[config.mk]
export PLATFORM = sky130hd
export DESIGN_NAME = sgm_queue
export DESIGN_NICKNAME = d
export VERILOG_FILES = /design/src/hw/rtl/sgm_pkg.sv /design/src/hw/rtl/sgm_queue.sv
export SDC_FILE = /design/constraint.sdc
export NUM_CORES = 1
export LEC_CHECK = 0
export BUFFER_PORTS_ARGS = -buffer_cell sky130_fd_sc_hd__buf_2
export CAP_MARGIN = 20
export CORE_UTILIZATION = 25
export DETAILED_ROUTE_END_ITERATION = 8
export MAX_ROUTING_LAYER = met4
export PLACE_DENSITY = 0.41
export SYNTH_ARGS = -nofsm -noshare
export SYNTH_HDL_FRONTEND = slang
export SYNTH_SLANG_ARGS = --single-unit
[constraint.sdc]
create_clock -name i_clk -period 9.05 [get_ports i_clk]
set_clock_uncertainty 0.2 [all_clocks]
set_input_delay 1.3575 -clock i_clk [delete_from_list [all_inputs] [get_ports i_clk]]
set_output_delay 1.3575 -clock i_clk [all_outputs]
set_load 0.02 [all_outputs]
[src/hw/rtl/sgm_pkg.sv]
// Shared types, constants and pipeline latencies of the spectral gain mask filter.
// Used by every module under hw/rtl; depends on nothing.
package sgm_pkg;

    localparam int FFT_LEN = 4096;
    localparam int IDX_W   = $clog2(FFT_LEN / 2 + 1);
    localparam int SMP_W   = 24;
    localparam int GAIN_W  = 17;

    localparam logic [GAIN_W-1:0] ONE_Q16 = 17'd65536;

    // filter_mode codes; the unused code behaves as bandpass
    localparam logic [1:0] MODE_LOW  = 2'd0;
    localparam logic [1:0] MODE_HIGH = 2'd1;
    localparam logic [1:0] MODE_BAND = 2'd2;

    // register indexes of the configuration port
    localparam int CFG_AW = 3;
    localparam logic [CFG_AW-1:0] CFG_MODE    = 3'd0;
    localparam logic [CFG_AW-1:0] CFG_SPACING = 3'd1;
    localparam logic [CFG_AW-1:0] CFG_CUT_LO  = 3'd2;
    localparam logic [CFG_AW-1:0] CFG_CUT_HI  = 3'd3;
    localparam logic [CFG_AW-1:0] CFG_DECAY   = 3'd4;
    localparam logic [CFG_AW-1:0] CFG_OFFSET  = 3'd5;
    localparam logic [CFG_AW-1:0] CFG_POWER   = 3'd6;

    // log2 / exp2 arithmetic
    localparam int LOG_STEPS = 30;
    localparam int LOG_W     = LOG_STEPS + 6;
    localparam int EXP_TERMS = 20;
    localparam logic [31:0] LN2_Q32 = 32'd2977044472;
    localparam logic signed [53:0] K_LOG2E = 54'sd567758570;

    // queue between front and back
    localparam int QDEPTH = 4;
    localparam int Q_AW   = 2;
    localparam int Q_CW   = 3;

    // latencies in clock enables
    localparam int LOG_LAT  = LOG_STEPS + 2;
    localparam int EXP_LAT  = 2 * (EXP_TERMS - 1) + 2;
    localparam int GAIN_LAT = LOG_LAT + 5 + EXP_LAT + 2 + EXP_LAT + 1;

    typedef struct packed {
        logic [1:0]  filter_mode;
        logic [31:0] bin_spacing;
        logic [31:0] cutoff_low;
        logic [31:0] cutoff_high;
        logic [23:0] decay_scale;
        logic [31:0] edge_offset;
        logic [31:0] sharpness_power;
    } t_cfg;

    typedef struct packed {
        logic [IDX_W-1:0]        bin_index;
        logic signed [SMP_W-1:0] sample_re;
        logic signed [SMP_W-1:0] sample_im;
    } t_in;

    typedef struct packed {
        logic signed [SMP_W-1:0] out_re;
        logic signed [SMP_W-1:0] out_im;
        logic [GAIN_W-1:0]       gain_value;
        logic                    config_error;
    } t_out;

    typedef struct packed {
        logic [1:0]              mode;
        logic                    err;
        logic                    pass_lo;
        logic                    pass_hi;
        logic signed [SMP_W-1:0] re;
        logic signed [SMP_W-1:0] im;
    } t_side;

    typedef struct packed {
        logic [31:0] x_lo;
        logic [31:0] x_hi;
        t_side       side;
    } t_job;

endpackage

[src/hw/rtl/sgm_queue.sv]
// Short FIFO of classified jobs between the front and the back.
// Depends on sgm_pkg.
module sgm_queue (
    input  logic                      i_clk,
    input  logic                      i_rst_n,
    input  logic                      i_push,
    input  sgm_pkg::t_job             i_data,
    input  logic                      i_pop,
    output logic                      o_valid,
    output sgm_pkg::t_job             o_data,
    output logic [sgm_pkg::Q_CW-1:0]  o_count
);
    sgm_pkg::t_job             r_mem [0:sgm_pkg::QDEPTH-1];
    logic [sgm_pkg::Q_AW-1:0]  r_wp;
    logic [sgm_pkg::Q_AW-1:0]  r_rp;
    logic [sgm_pkg::Q_CW-1:0]  r_cnt;
    logic                      do_pop;

    assign o_valid = (r_cnt != '0);
    assign o_data  = r_mem[r_rp];
    assign o_count = r_cnt;
    assign do_pop  = i_pop && o_valid;

    always_ff @(posedge i_clk) begin
        if (i_push) begin
            r_mem[r_wp] <= i_data;
        end
    end

    always_ff @(posedge i_clk) begin
        if (!i_rst_n) begin
            r_wp  <= '0;
            r_rp  <= '0;
            r_cnt <= '0;
        end else begin
            if (i_push) begin
                r_wp <= r_wp + 1'b1;
            end
            if (do_pop) begin
                r_rp <= r_rp + 1'b1;
            end
            r_cnt <= r_cnt + Q_CW_ONE(i_push) - Q_CW_ONE(do_pop);
        end
    end

    function automatic logic [sgm_pkg::Q_CW-1:0] Q_CW_ONE(input logic b);
        Q_CW_ONE = {{(sgm_pkg::Q_CW-1){1'b0}}, b};
    endfunction

endmodule

==> impl_metrics.py <==
metrics = {
    "outcome": {
        "outcome": "complete, but fails checks",
        "violations": "DRC",
    },
    "setup_path": {
        "r2r-start": "r_wp[0]$_SDFFE_PN0P_",
        "reg2reg_depth": 4,
        "worstPathArrival_ns": 3.20,
        "critPathMaxFanout": 42,
        "r2r_end": "r_mem[0][102]$_DFFE_PP_",
        "critical_path_class": "reg -> out",
        "reg2reg_setup_slack_ns": 6.40,
        "end_kind": "primary output",
        "critPathRequiredTime_ns": 7.49,
        "start_kind": "flip-flop",
    },
    "layout": {
        "final_util": 0.313,
        "area_growth_pct": 23.9,
        "nNetsFinal": 1066,
        "drive_gt1_frac": 0.467,
    },
    "detailed_routing": {
        "drt_iter0_markers": 421,
        "drc": 1,
        "routed_wl_mm": 37.4,
        "vias": 7819,
        "wl_per_cell_um": 19.5,
        "via_per_inst": 4.08,
        "ant_nets": 0,
        "first_pass_iters": 6,
    },
    "synthesis": {
        "synth_edf_count": 468,
        "yosysTopAreaCell": "edfxtp_1",
        "synth_area_leaders": "edfxtp_1 (81%), mux4_2 (15%), dfxtp_1 (1.0%), ha_1 (0.43%), buf_2 (0.38%)",
        "ys_types": 20,
        "yosys_warnings": 0,
        "netlist.area_leader.share": 0.812,
        "async_flop_share": 0,
        "ys_seq_area_frac": 0.822,
        "synth.most_common_cell": "edfxtp_1",
        "ys_ff_latch": 477,
        "syn_area_mm2": 0.0173,
        "synth.avg_cell_area_um2": 26.4,
        "synth_cells": 655,
        "synthTopCellsByCount": "edfxtp_1 (468), mux4_2 (117), buf_2 (13), dfxtp_1 (9), and2_1 (8)",
        "synth_ff_type": "edfxtp_1",
        "synth_nets": 783,
    },
    "cts": {
        "cts_root_buffer": "clkbuf_16",
        "holdBufCountCts": 0,
        "numCtsBuffers": 54,
        "cts_buffer_depth": 3,
        "clkTransAtPathRegs_ns": 0.06,
        "cts-htree-levels": 2,
        "post_cts_buffers": 0,
        "cts_tree": "built",
        "numClockSinks": 477,
        "worstSkewPairLatency_ns": 0.58,
        "ctsResizeCount": 0,
    },
    "power_and_ir_drop": {
        "power_density_mw_per_mm2": 272,
        "vdd_drop_max_mv": 0.135,
        "leakage_nw": 7.03,
    },
    "grt": {
        "antenna_found_initial": 6,
        "grt_overflow_total": 0,
        "grt_max_degree": 52,
        "grt_use_total": 0.110,
        "grt_pass1_vias": 8656,
        "grt_pass1_wl_mm": 55.6,
    },
    "floorplanning": {
        "initial_utilization": 0.252,
        "die_h_um": 265,
        "die_w_um": 265,
        "dieArea_mm2": 0.0703,
        "ios": 242,
        "core_mm2": 0.0686,
        "rows": 96,
    },
    "placement": {
        "portBuffers": 241,
        "dp_hpwl_mm": 22.1,
        "gp_congestion": 0.684,
    },
    "sta": {
        "slew_viol_final": 0,
        "worst_slew_pin_slew_ns": 0.922,
        "fmax_ghz": 0.210,
        "min_period_ns": 4.75,
        "fin_crit_sh": 0.525,
        "whs_ns": 0.273,
        "relSlewSlack": 0.385,
        "setup_violations": 0,
        "final_hold_viol_count": 0,
        "tns_ns": 0,
        "grt_setup_unrepaired": "no",
    },
    "min_path": {
        "hp-class": "reg -> reg",
        "worstHoldStart": "r_rp[1]$_SDFFE_PN0P_",
        "min_path_cells": 2,
    },
    "job": {
        "max_cap_viol_count": 0,
    },
}
==> where the power goes <==
group	switching, mW	internal [mW]	total (mW)	leakage [nW]
Clock	0.871	1.31	2.18	0.868
Combinational	0.586	0.444	1.03	1.79
Sequential	0.0766	2.55	2.62	4.37
Total	1.53	4.30	5.84	7.03
==> cells by family (layout without fill, tap and decap cells) <==
kind of cell,after synthesis,count (layout),synth area share
simple gates,14,14,0.00477
other cells,0,6,0
buf+inv,32,358,0.0103
mux,121,121,0.155
flops,477,477,0.822
xor+xnor,2,2,0.00181
fa+ha+maj,7,7,0.00549
compound gates,2,2,0.00101
==> worst max path at each step <==
stage | start | slack, ns | to | cells after the start
floorplan | i_push | 4.32 | r_mem[0][0]$_DFFE_PP_ | 1
global placement | flip-flop | 4.75 | o_data[30] | 3
detailed placement | flip-flop | 4.76 | o_data[30] | 3
CTS | flip-flop | 4.08 | o_data[30] | 3
global route | flip-flop | 3.96 | o_data[30] | 3
finish | flip-flop | 4.30 | o_data[30] | 3
==> flip-flops by register name (all words and copies together), names as in the netlist, named ones only <==
signal,cells
o_count,3
r_mem,468
r_rp,2
r_wp,2
==> layout make-up <==
cell class | count | area [µm²]
Multi-Input combinational cell | 146 | 2910
Timing Repair Buffer | 253 | 1300
Clock inverter | 37 | 352
Sequential cell | 477 | 14200
Fill cell | 6664 | 47100
Clock buffer | 62 | 1450
Inverter | 6 | 22.5
Tap cell | 931 | 1160
Antenna cell | 6 | 15.0
==> per-layer routing <==
metal / up-vias / part of all wire / GRT usage
met3: 65 / 0.076 / 0.0401
met4: 0 / 0.021 / 0.0319
met2: 195 / 0.48 / 0.174
met5: - / 0 / -
li1: 3412 / - / -
met1: 4147 / 0.42 / 0.132
==> cell usage in the layout, fill, tap and decap left out <==
cell / instances
ha_1: 6
mux4_2: 117
clkinvlp_4: 5
edfxtp_1: 468
clkbuf_16: 57
nor2b_1: 1
mux2i_1: 4
xor2_1: 1
inv_1: 6
dfxtp_4: 2
and2_4: 4
o311ai_0: 1
o31a_1: 1
clkinv_4: 5
buf_4: 12
dfxtp_1: 7
clkinv_2: 9
diode_2: 6
clkinv_1: 12
clkbuf_1: 5
nand2b_1: 2
xnor3_1: 1
fa_1: 1
or3_1: 1
buf_2: 241
bufinv_16: 6
and2_1: 4
nand2_1: 2
==> through the flow <==
step | cells | total power [mW] | setup WS, ns | area (µm²)
floorplan | 655 | 3.38 | 4.32 | 17300
global placement | 1813 | 3.74 | 4.75 | 19600
detailed placement | 1813 | 3.74 | 4.76 | 19600
CTS | 1912 | 5.96 | 4.08 | 21400
global route | 1918 | 6.09 | 3.96 | 21400
finish | 1918 | 5.84 | 4.30 | 21400
==> critical path: stages, from the launching register on <==
cell	delay, ns
dfxtp_4	0.89
buf_4	0.83
mux4_2	0.62
buf_2	0.18
Power figures use the tool's default switching activity.
