--- config.mk ---
export PLATFORM = sky130hd
export DESIGN_NAME = sgm_front
export DESIGN_NICKNAME = d
export VERILOG_FILES = /design/src/hw/rtl/sgm_pkg.sv /design/src/hw/rtl/sgm_front.sv
export SDC_FILE = /design/constraint.sdc
export NUM_CORES = 1
export LEC_CHECK = 0
export ABC_AREA = 0
export BUFFER_PORTS_ARGS = -buffer_cell sky130_fd_sc_hd__buf_2
export CAP_MARGIN = 20
export CELL_PAD_IN_SITES_DETAIL_PLACEMENT = 0
export CELL_PAD_IN_SITES_GLOBAL_PLACEMENT = 1
export CORE_MARGIN = 3
export CORE_UTILIZATION = 37
export CTS_BUF_LIST = sky130_fd_sc_hd__clkbuf_4 sky130_fd_sc_hd__clkbuf_8
export CTS_CLUSTER_SIZE = 14
export DETAILED_ROUTE_END_ITERATION = 8
export GPL_TIMING_DRIVEN = 0
export PLACE_DENSITY_LB_ADDON = 0.1
export SLEW_MARGIN = 20
export SYNTH_ARGS = -nofsm -noshare
export SYNTH_HDL_FRONTEND = slang
export SYNTH_SLANG_ARGS = --single-unit
--- constraint.sdc ---
create_clock -name i_clk -period 5.2 [get_ports i_clk]
set_input_delay 0.52 -clock i_clk [delete_from_list [all_inputs] [get_ports i_clk]]
set_output_delay 0.52 -clock i_clk [all_outputs]
set_load 0.01 [all_outputs]
--- src/hw/rtl/sgm_pkg.sv ---
// Shared types, constants and pipeline latencies of the spectral gain mask filter.
// Used by every module under hw/rtl; depends on nothing.
package sgm_pkg;

    localparam int FFT_LEN = 4096;
    localparam int IDX_W   = $clog2(FFT_LEN / 2 + 1);
    localparam int SMP_W   = 24;
    localparam int GAIN_W  = 17;

    localparam logic [GAIN_W-1:0] ONE_Q16 = 17'd65536;

    // filter_mode codes; the unused code behaves as bandpass
    localparam logic [1:0] MODE_LOW  = 2'd0;
    localparam logic [1:0] MODE_HIGH = 2'd1;
    localparam logic [1:0] MODE_BAND = 2'd2;

    // register indexes of the configuration port
    localparam int CFG_AW = 3;
    localparam logic [CFG_AW-1:0] CFG_MODE    = 3'd0;
    localparam logic [CFG_AW-1:0] CFG_SPACING = 3'd1;
    localparam logic [CFG_AW-1:0] CFG_CUT_LO  = 3'd2;
    localparam logic [CFG_AW-1:0] CFG_CUT_HI  = 3'd3;
    localparam logic [CFG_AW-1:0] CFG_DECAY   = 3'd4;
    localparam logic [CFG_AW-1:0] CFG_OFFSET  = 3'd5;
    localparam logic [CFG_AW-1:0] CFG_POWER   = 3'd6;

    // log2 / exp2 arithmetic
    localparam int LOG_STEPS = 30;
    localparam int LOG_W     = LOG_STEPS + 6;
    localparam int EXP_TERMS = 20;
    localparam logic [31:0] LN2_Q32 = 32'd2977044472;
    localparam logic signed [53:0] K_LOG2E = 54'sd567758570;

    // queue between front and back
    localparam int QDEPTH = 4;
    localparam int Q_AW   = 2;
    localparam int Q_CW   = 3;

    // latencies in clock enables
    localparam int LOG_LAT  = LOG_STEPS + 2;
    localparam int EXP_LAT  = 2 * (EXP_TERMS - 1) + 2;
    localparam int GAIN_LAT = LOG_LAT + 5 + EXP_LAT + 2 + EXP_LAT + 1;

    typedef struct packed {
        logic [1:0]  filter_mode;
        logic [31:0] bin_spacing;
        logic [31:0] cutoff_low;
        logic [31:0] cutoff_high;
        logic [23:0] decay_scale;
        logic [31:0] edge_offset;
        logic [31:0] sharpness_power;
    } t_cfg;

    typedef struct packed {
        logic [IDX_W-1:0]        bin_index;
        logic signed [SMP_W-1:0] sample_re;
        logic signed [SMP_W-1:0] sample_im;
    } t_in;

    typedef struct packed {
        logic signed [SMP_W-1:0] out_re;
        logic signed [SMP_W-1:0] out_im;
        logic [GAIN_W-1:0]       gain_value;
        logic                    config_error;
    } t_out;

    typedef struct packed {
        logic [1:0]              mode;
        logic                    err;
        logic                    pass_lo;
        logic                    pass_hi;
        logic signed [SMP_W-1:0] re;
        logic signed [SMP_W-1:0] im;
    } t_side;

    typedef struct packed {
        logic [31:0] x_lo;
        logic [31:0] x_hi;
        t_side       side;
    } t_job;

endpackage

--- src/hw/rtl/sgm_front.sv ---
// Front end: takes bin transactions, forms the bin frequency and the distances
// to both cutoffs, and pushes classified jobs into the queue. Depends on sgm_pkg.
module sgm_front (
    input  logic                      i_clk,
    input  logic                      i_rst_n,
    input  sgm_pkg::t_cfg             i_cfg,
    input  logic                      i_valid,
    output logic                      o_ready,
    input  sgm_pkg::t_in              i_data,
    input  logic [sgm_pkg::Q_CW-1:0]  i_q_count,
    output logic                      o_push,
    output sgm_pkg::t_job             o_job
);
    logic                                r_f1_v;
    logic [sgm_pkg::IDX_W+31:0]          r_fp;
    logic signed [sgm_pkg::SMP_W-1:0]    r_re;
    logic signed [sgm_pkg::SMP_W-1:0]    r_im;
    logic                                r_f2_v;
    sgm_pkg::t_job                       r_job;

    logic [sgm_pkg::Q_CW-1:0]  credit_used;
    logic                      accept;
    logic [31:0]               freq;
    logic [32:0]               sum_lo;
    logic [32:0]               sum_hi;
    sgm_pkg::t_job             n_job;

    // room is reserved for everything already in flight toward the queue
    assign credit_used = i_q_count + {{(sgm_pkg::Q_CW-1){1'b0}}, r_f1_v}
                         + {{(sgm_pkg::Q_CW-1){1'b0}}, r_f2_v};
    assign o_ready = (credit_used < sgm_pkg::Q_CW'(sgm_pkg::QDEPTH));
    assign accept  = i_valid && o_ready;

    always_ff @(posedge i_clk) begin
        r_fp <= i_data.bin_index * i_cfg.bin_spacing;
        r_re <= i_data.sample_re;
        r_im <= i_data.sample_im;
    end

    always_comb begin
        freq   = (|r_fp[sgm_pkg::IDX_W+31:32]) ? 32'hFFFF_FFFF : r_fp[31:0];
        sum_lo = {1'b0, freq - i_cfg.cutoff_high} + {1'b0, i_cfg.edge_offset};
        sum_hi = {1'b0, i_cfg.cutoff_low - freq} + {1'b0, i_cfg.edge_offset};
        n_job.x_lo         = sum_lo[32] ? 32'hFFFF_FFFF : sum_lo[31:0];
        n_job.x_hi         = sum_hi[32] ? 32'hFFFF_FFFF : sum_hi[31:0];
        n_job.side.mode    = i_cfg.filter_mode;
        n_job.side.err     = (i_cfg.filter_mode != sgm_pkg::MODE_LOW)
                             && (i_cfg.filter_mode != sgm_pkg::MODE_HIGH)
                             && (i_cfg.cutoff_low >= i_cfg.cutoff_high);
        n_job.side.pass_lo = (freq <= i_cfg.cutoff_high);
        n_job.side.pass_hi = (freq >= i_cfg.cutoff_low);
        n_job.side.re      = r_re;
        n_job.side.im      = r_im;
    end

    always_ff @(posedge i_clk) begin
        r_job <= n_job;
    end

    always_ff @(posedge i_clk) begin
        if (!i_rst_n) begin
            r_f1_v <= 1'b0;
            r_f2_v <= 1'b0;
        end else begin
            r_f1_v <= accept;
            r_f2_v <= r_f1_v;
        end
    end

    assign o_push = r_f2_v;
    assign o_job  = r_job;

endmodule

==> results.yml, run 1 <==
outcome:
  status: "complete, but fails checks"
  violations: "setup timing"
routing:
  vias: 20806
  route.detailed.wl_per_inst_um: 18.19
  vias_per_cell: 4.975
  initialDrtViolationCount: 942
  drt-total-wl_um: 76070
  drt_pre_antenna_iters: 5
  drc: 0
  ant_nets: 0
sta:
  finalHoldViolations: 0
  max_freq_ghz: 0.1858
  tns_ns: -7.508
  setup_viol: 62
  timing.final.crit_share_pct: 103.5
  clock_skew_ns: 0.02920
  maxSlewViolCount: 0
  setup_ws_ns: -0.1822
  rsz0062_at_grt: "yes"
  max_slew_margin_pct: 60.04
  tightest_slew_ns: 0.5931
  period_needed_ns: 5.382
synth:
  synth_top_area_share_pct: 25.32
  syn_inst: 2814
  seq_area_frac_synth_pct: 17.57
  synthesis.area_um2: 24040
  ys.flop_type: "dfxtp_1"
  syn_avg_cell_area_um2: 8.542
  synth_area_leader_cell: "fa_1"
  ys_types: 72
  syn_nets: 3613
  synth_edf_count: 0
  ys_warn_count: 0
  ys_top_cells_by_area: "fa_1 (25%), dfxtp_1 (18%), ha_1 (13%), inv_1 (6.8%), nand2_1 (6.2%)"
  ys_ff_latch: 211
  async_flop_share_pct: 0
layout:
  layout-drive-gt1-share_pct: 25.46
  nets: 4110
  fin_util_pct: 48.79
  syn2layout_area_growth_pct: 29.20
  fin_cells: 4182
critical_path:
  critPathCapture: "o_job[75]"
  r2r_slack_ns: -0.18
  path_class: "reg -> reg"
  crit_start: "r_fp[43]"
  critPathMaxStageDelay_ns: 0.37
  cp.arrival_ns: 5.94
  path_delay_family: "compound AO/OA/AOI/OAI gates"
  cp_num_cells: 27
  startpoint_type: "flop"
  cpMaxStageDelayCell: "fa_2"
  cp_max_fo: 6
  r2r_cells: 27
  reg2reg_to: "o_job[75]"
  critPathCaptureType: "flop"
  cp.required_ns: 5.76
  rr_startpoint: "r_fp[43]"
  worst-path-buf-inv: 6
place:
  port_buffers: 314
  place_congestion: 0.8986
  place_inst: 3974
  hpwl_um: 63480
  dp_slack_ns: -2.011
die:
  ios: 371
  chipWidth_um: 260.9
  die_y_um: 260.9
  core.rowCount: 92
  fp.dieArea_um2: 68060
  coreArea_um2: 63660
  initial_core_util_pct: 37.76
global_routing:
  met2_usage_pct: 37.71
  grt-ovfl-total: 0
  top_usage_layer: "met2"
  grt_pass1_wl_um: 116900
  antenna_found_initial: 1
  first_global_vias: 21212
  use_met3_pct: 2.280
  grt_util_all_layers_pct: 21.90
  grt_max_degree: 17
  use_met1_pct: 29.00
clock_network:
  clk_path_buf_depth: 3
  clk_pin_slew_ns: 0.07
  clock_latency_ns: 0.64
  cts_buffers: 31
  cts_tree: "built"
  htreeDepth: 1
  cts_root_buf: "clkbuf_8"
  cts.sinks: 211
power_and_ir_drop:
  comb_power_share_pct: 77.7
  power.switching_w: 0.007769
  power_frac_seq_pct: 13.4
  clkPwrFrac_pct: 8.9
  peakVddDrop_v: 0.0003987
  leakage_nw: 15.38
  p_int_w: 0.008556
  swShare_pct: 47.59
  power_density_nw_per_um2: 525.6
min_path:
  hold_class: "in -> reg"
run:
  maxCapViolations: 0
cell usage after synthesis, drive strengths merged, types with 28 or more instances:
cell / instances
inv: 437
ha: 243
xnor2: 84
fa: 304
nor2: 98
xor2: 53
nand2b: 29
or2: 36
dfxtp: 211
o21ai: 100
a21o: 107
nand3: 41
clkbuf: 101
and2: 120
a21oi: 162
nand4: 28
nand2: 400
how the worst min path moves through the flow:
| stage | to | cells past startpoint | start |
|---|---|---|---|
| 2_1_floorplan | o_job[0] | 0 | r_im[0] |
| 3_5_place_dp | o_job[2] | 0 | r_im[2] |
| 4_1_cts | o_job[52] | 1 | i_cfg[185] |
| 5_1_grt | o_job[52] | 1 | i_cfg[185] |
| 3_3_place_gp | o_job[1] | 0 | r_im[1] |
| 6_report | o_job[52] | 1 | i_cfg[185] |
timing repair:
item                                    4_1_cts  5_1_grt
resized for setup                           226      289
endpoints found under the setup margin       81       79
hold buffers                                 49        0
buffers inserted                             69       48
endpoints found under the hold margin        49        0
cloned                                        4        3
pin swaps                                    74      115
routing by layer:
layer  part of all wire, %  wire, µm  vias to the layer above
met4                   3.6      2766                        0
met3                   5.2      3939                      106
met5                     0         0                        -
met1                    44     33320                    10030
li1                      -         -                    10083
met2                    47     36050                      587
power by group through the flow:
stage | Combinational [W] | Clock [W] | Sequential, W
2_1_floorplan | 0.00784 | 0 | 0.00229
3_3_place_gp | 0.0104 | 0 | 0.00221
3_5_place_dp | 0.0104 | 0 | 0.00221
4_1_cts | 0.0112 | 0.00151 | 0.00218
5_1_grt | 0.0142 | 0.00157 | 0.00223
6_report | 0.0127 | 0.00145 | 0.00219
cell families (layout without fill, tap and decap cells):
| kind of cell | after synthesis | after routing | share of synthesized area, % |
|---|---|---|---|
| buf+inv | 545 | 1066 | 8.541 |
| compound gates | 524 | 524 | 14.08 |
| simple gates | 845 | 845 | 16.61 |
| other cells | 0 | 1 | 0 |
| xor+xnor | 137 | 137 | 4.992 |
| mux | 5 | 5 | 0.2342 |
| fa+ha+maj | 547 | 547 | 37.97 |
| flops | 211 | 211 | 17.57 |
state kept, by name, indices dropped and copies added (netlist names):
name    flops
o_job     117
r_f1_v      1
r_re       24
o_push      1
r_im       24
r_fp       44
area by class of cell:
cell class                 count  area (µm²)
clock buffer                  41       533.0
inverter                     438        1648
tap                          846        1059
clock inverter                16       148.9
timing repair buffer         482        3222
sequential                   211        4225
fill                        6219       32600
multi-input combinational   2058       19370
antenna                        1       2.502
buffer                        89       850.8
placed cells by master, fill, tap and decap left out, types with 16 or more instances in the layout:
cell type,netlist,layout
xnor2_1,84,74
a21o_1,107,107
nor2b_1,23,18
dfxtp_1,211,210
xor2_1,53,51
nand3_1,41,34
clkbuf_8,0,41
clkbuf_1,101,22
o21ai_0,48,42
inv_1,437,424
dlygate4sd3_1,0,49
o21ai_2,0,20
buf_8,0,18
fa_1,304,294
or2_2,34,23
buf_6,0,24
nand2b_1,29,28
o21ai_1,52,38
ha_4,0,37
ha_1,243,191
a21oi_1,161,131
clkbuf_4,0,17
and2_1,120,114
nand2_2,0,28
nand4_1,28,28
o21bai_1,25,24
buf_2,6,305
a21oi_2,1,26
nor2_1,98,91
nand2_1,400,367
a211oi_1,20,16
buf_4,0,110
and3_1,21,18
o21a_1,23,23
through the flow:
stage          hold slack, ns  power, W  area, µm²
2_1_floorplan          0.3096   0.01012      24260
3_3_place_gp           0.3096   0.01259      26890
3_5_place_dp           0.3121   0.01265      26890
4_1_cts               0.03207   0.01488      29640
5_1_grt               0.05172   0.01804      31060
6_report               0.1003   0.01632      31060
(Power assumes the default switching activity.)
==> inputs of run 2 (changes only) <==
- clock period: 5.2 -> 4.37 ns (I/O delays scaled with it)
==> results.yml, run 2 (synthesized netlist as in run 1, its figures left out) <==
sta:
  rsz0062_at_grt: "yes"
  max_slew_margin_pct: 65.97
  tns_ns: -72.16
  holdWs_ns: 0.06209
  setup_ws_ns: -1.013
  clock_skew_ns: 0.01597
  maxSlewViolCount: 0
  tightest_slew_ns: 0.5104
  timing.final.crit_share_pct: 123.2
  finalHoldViolations: 0
  max_freq_ghz: 0.1858
  setup_viol: 91
  period_needed_ns: 5.383
place:
  placed_cell_area_um2: 27470
  place_congestion: 0.9480
  port_buffers: 314
  hpwl_um: 63260
die:
  die_y_um: 260.9
  ios: 371
  initial_core_util_pct: 37.76
  core.rowCount: 92
  chipWidth_um: 260.9
  coreArea_um2: 63660
  fp.dieArea_um2: 68060
outcome:
  violations: "setup timing"
  status: "complete, but fails checks"
clock_network:
  clk_path_buf_depth: 3
  clk_pin_slew_ns: 0.06
  htreeDepth: 1
  cts.sinks: 211
  clock_latency_ns: 0.61
  cts_buffers: 31
  cts_root_buf: "clkbuf_8"
  cts_tree: "built"
critical_path:
  path_class: "reg -> reg"
  path_delay_family: "compound AO/OA/AOI/OAI gates"
  cp.required_ns: 4.86
  cp.arrival_ns: 5.87
  cp_max_fo: 10
  startpoint_type: "flop"
  worst-path-buf-inv: 4
  cpMaxStageDelayCell: "o41ai_2"
  critPathCaptureType: "flop"
  critPathMaxStageDelay_ns: 0.44
routing:
  drt-total-wl_um: 76680
  vias_per_cell: 4.938
  route.detailed.wl_per_inst_um: 18.06
  drt_pre_antenna_iters: 8
  vias: 20961
  initialDrtViolationCount: 999
  drc: 0
  ant_nets: 0
layout:
  nets: 4171
  layout_common_cells: "inv_1 (406), nand2_1 (338), buf_2 (301)"
  n_fill_cell: 6068
  multiInputGateArea_um2: 19770
  ff_latch_area_um2: 4227
  layout_commonest_cell: "inv_1"
  final_area_um2: 32320
  fin_util_pct: 50.78
  largest_reg_flops: 117
  syn2layout_area_growth_pct: 34.47
  layout-drive-gt1-share_pct: 29.94
power_and_ir_drop:
  peakVddDrop_v: 0.0006772
  leakage_nw: 15.91
  power_density_nw_per_um2: 711.4
global_routing:
  grt_pass1_wl_um: 118600
  grt_max_degree: 17
  grt_util_all_layers_pct: 22.13
  antenna_found_initial: 1
  grt-ovfl-total: 0
  first_global_vias: 21847
min_path:
  hold_class: "in -> reg"
run:
  maxCapViolations: 0
-- run 2: changes by cell type in the layout (fill, tap and decap cells not counted), sizes merged, moves of 2 or more --
cell | previous run | this run
buf | 470 | 505
clkbuf | 92 | 119
clkinvlp | 2 | 0
dlygate4sd3 | 49 | 51
-- run 2: path summary, 6_finish.rpt --
kind	start	end	slack, ns	cells after the start
max	r_fp[38]	o_job[104]	-1.01	27
max reg2reg	r_fp[38]	o_job[104]	-1.01	27
min reg2reg	r_re[12]	o_job[36]	0.32	0
min	i_rst_n	o_push	0.06	2
-- run 2: cell type report --
class                      instances  share of cell area (%)
clock buffer                      43                   1.773
clock inverter                    15                  0.4955
multi-input combinational       2058                   61.17
buffer                            94                   3.352
timing repair buffer             538                   11.74
tap                              846                   3.275
inverter                         438                   5.098
antenna                            2                 0.01548
sequential                       211                   13.08
-- run 2: metrics by stage --
step / setup WS, ns / std cells / power [W]
after floorplan: -0.8854 / 2814 / 0.01285
after global placement: -2.223 / 3974 / 0.01575
after detailed placement: -2.280 / 3974 / 0.01583
after CTS: -1.154 / 4206 / 0.02047
after global routing: -1.254 / 4244 / 0.02498
final: -1.013 / 4245 / 0.02300
-- run 2: report_power, final --
part	leakage, nW	internal, W	switching, W
registers	1.78	0.00251	0.000101
clock network	0.393	0.00103	0.000770
logic	13.7	0.00888	0.00971
-- run 2: layer usage --
layer  wire (µm)  GRT usage, %  vias up  part of all wire [%]
met5           0             0        -                     0
met1       34140         29.21    10167                    45
met2       37250         39.08      497                    49
li1            -             -    10198                     -
met4        2335         6.240        0                   3.0
met3        2953         1.378       99                   3.9
-- run 2: timing repair --
action,in CTS,in global routing
resized for setup,322,224
cloned,4,1
hold buffers,51,0
endpoints found under the setup margin,93,93
pin swaps,147,154
endpoints found under the hold margin,51,0
buffers inserted,132,50
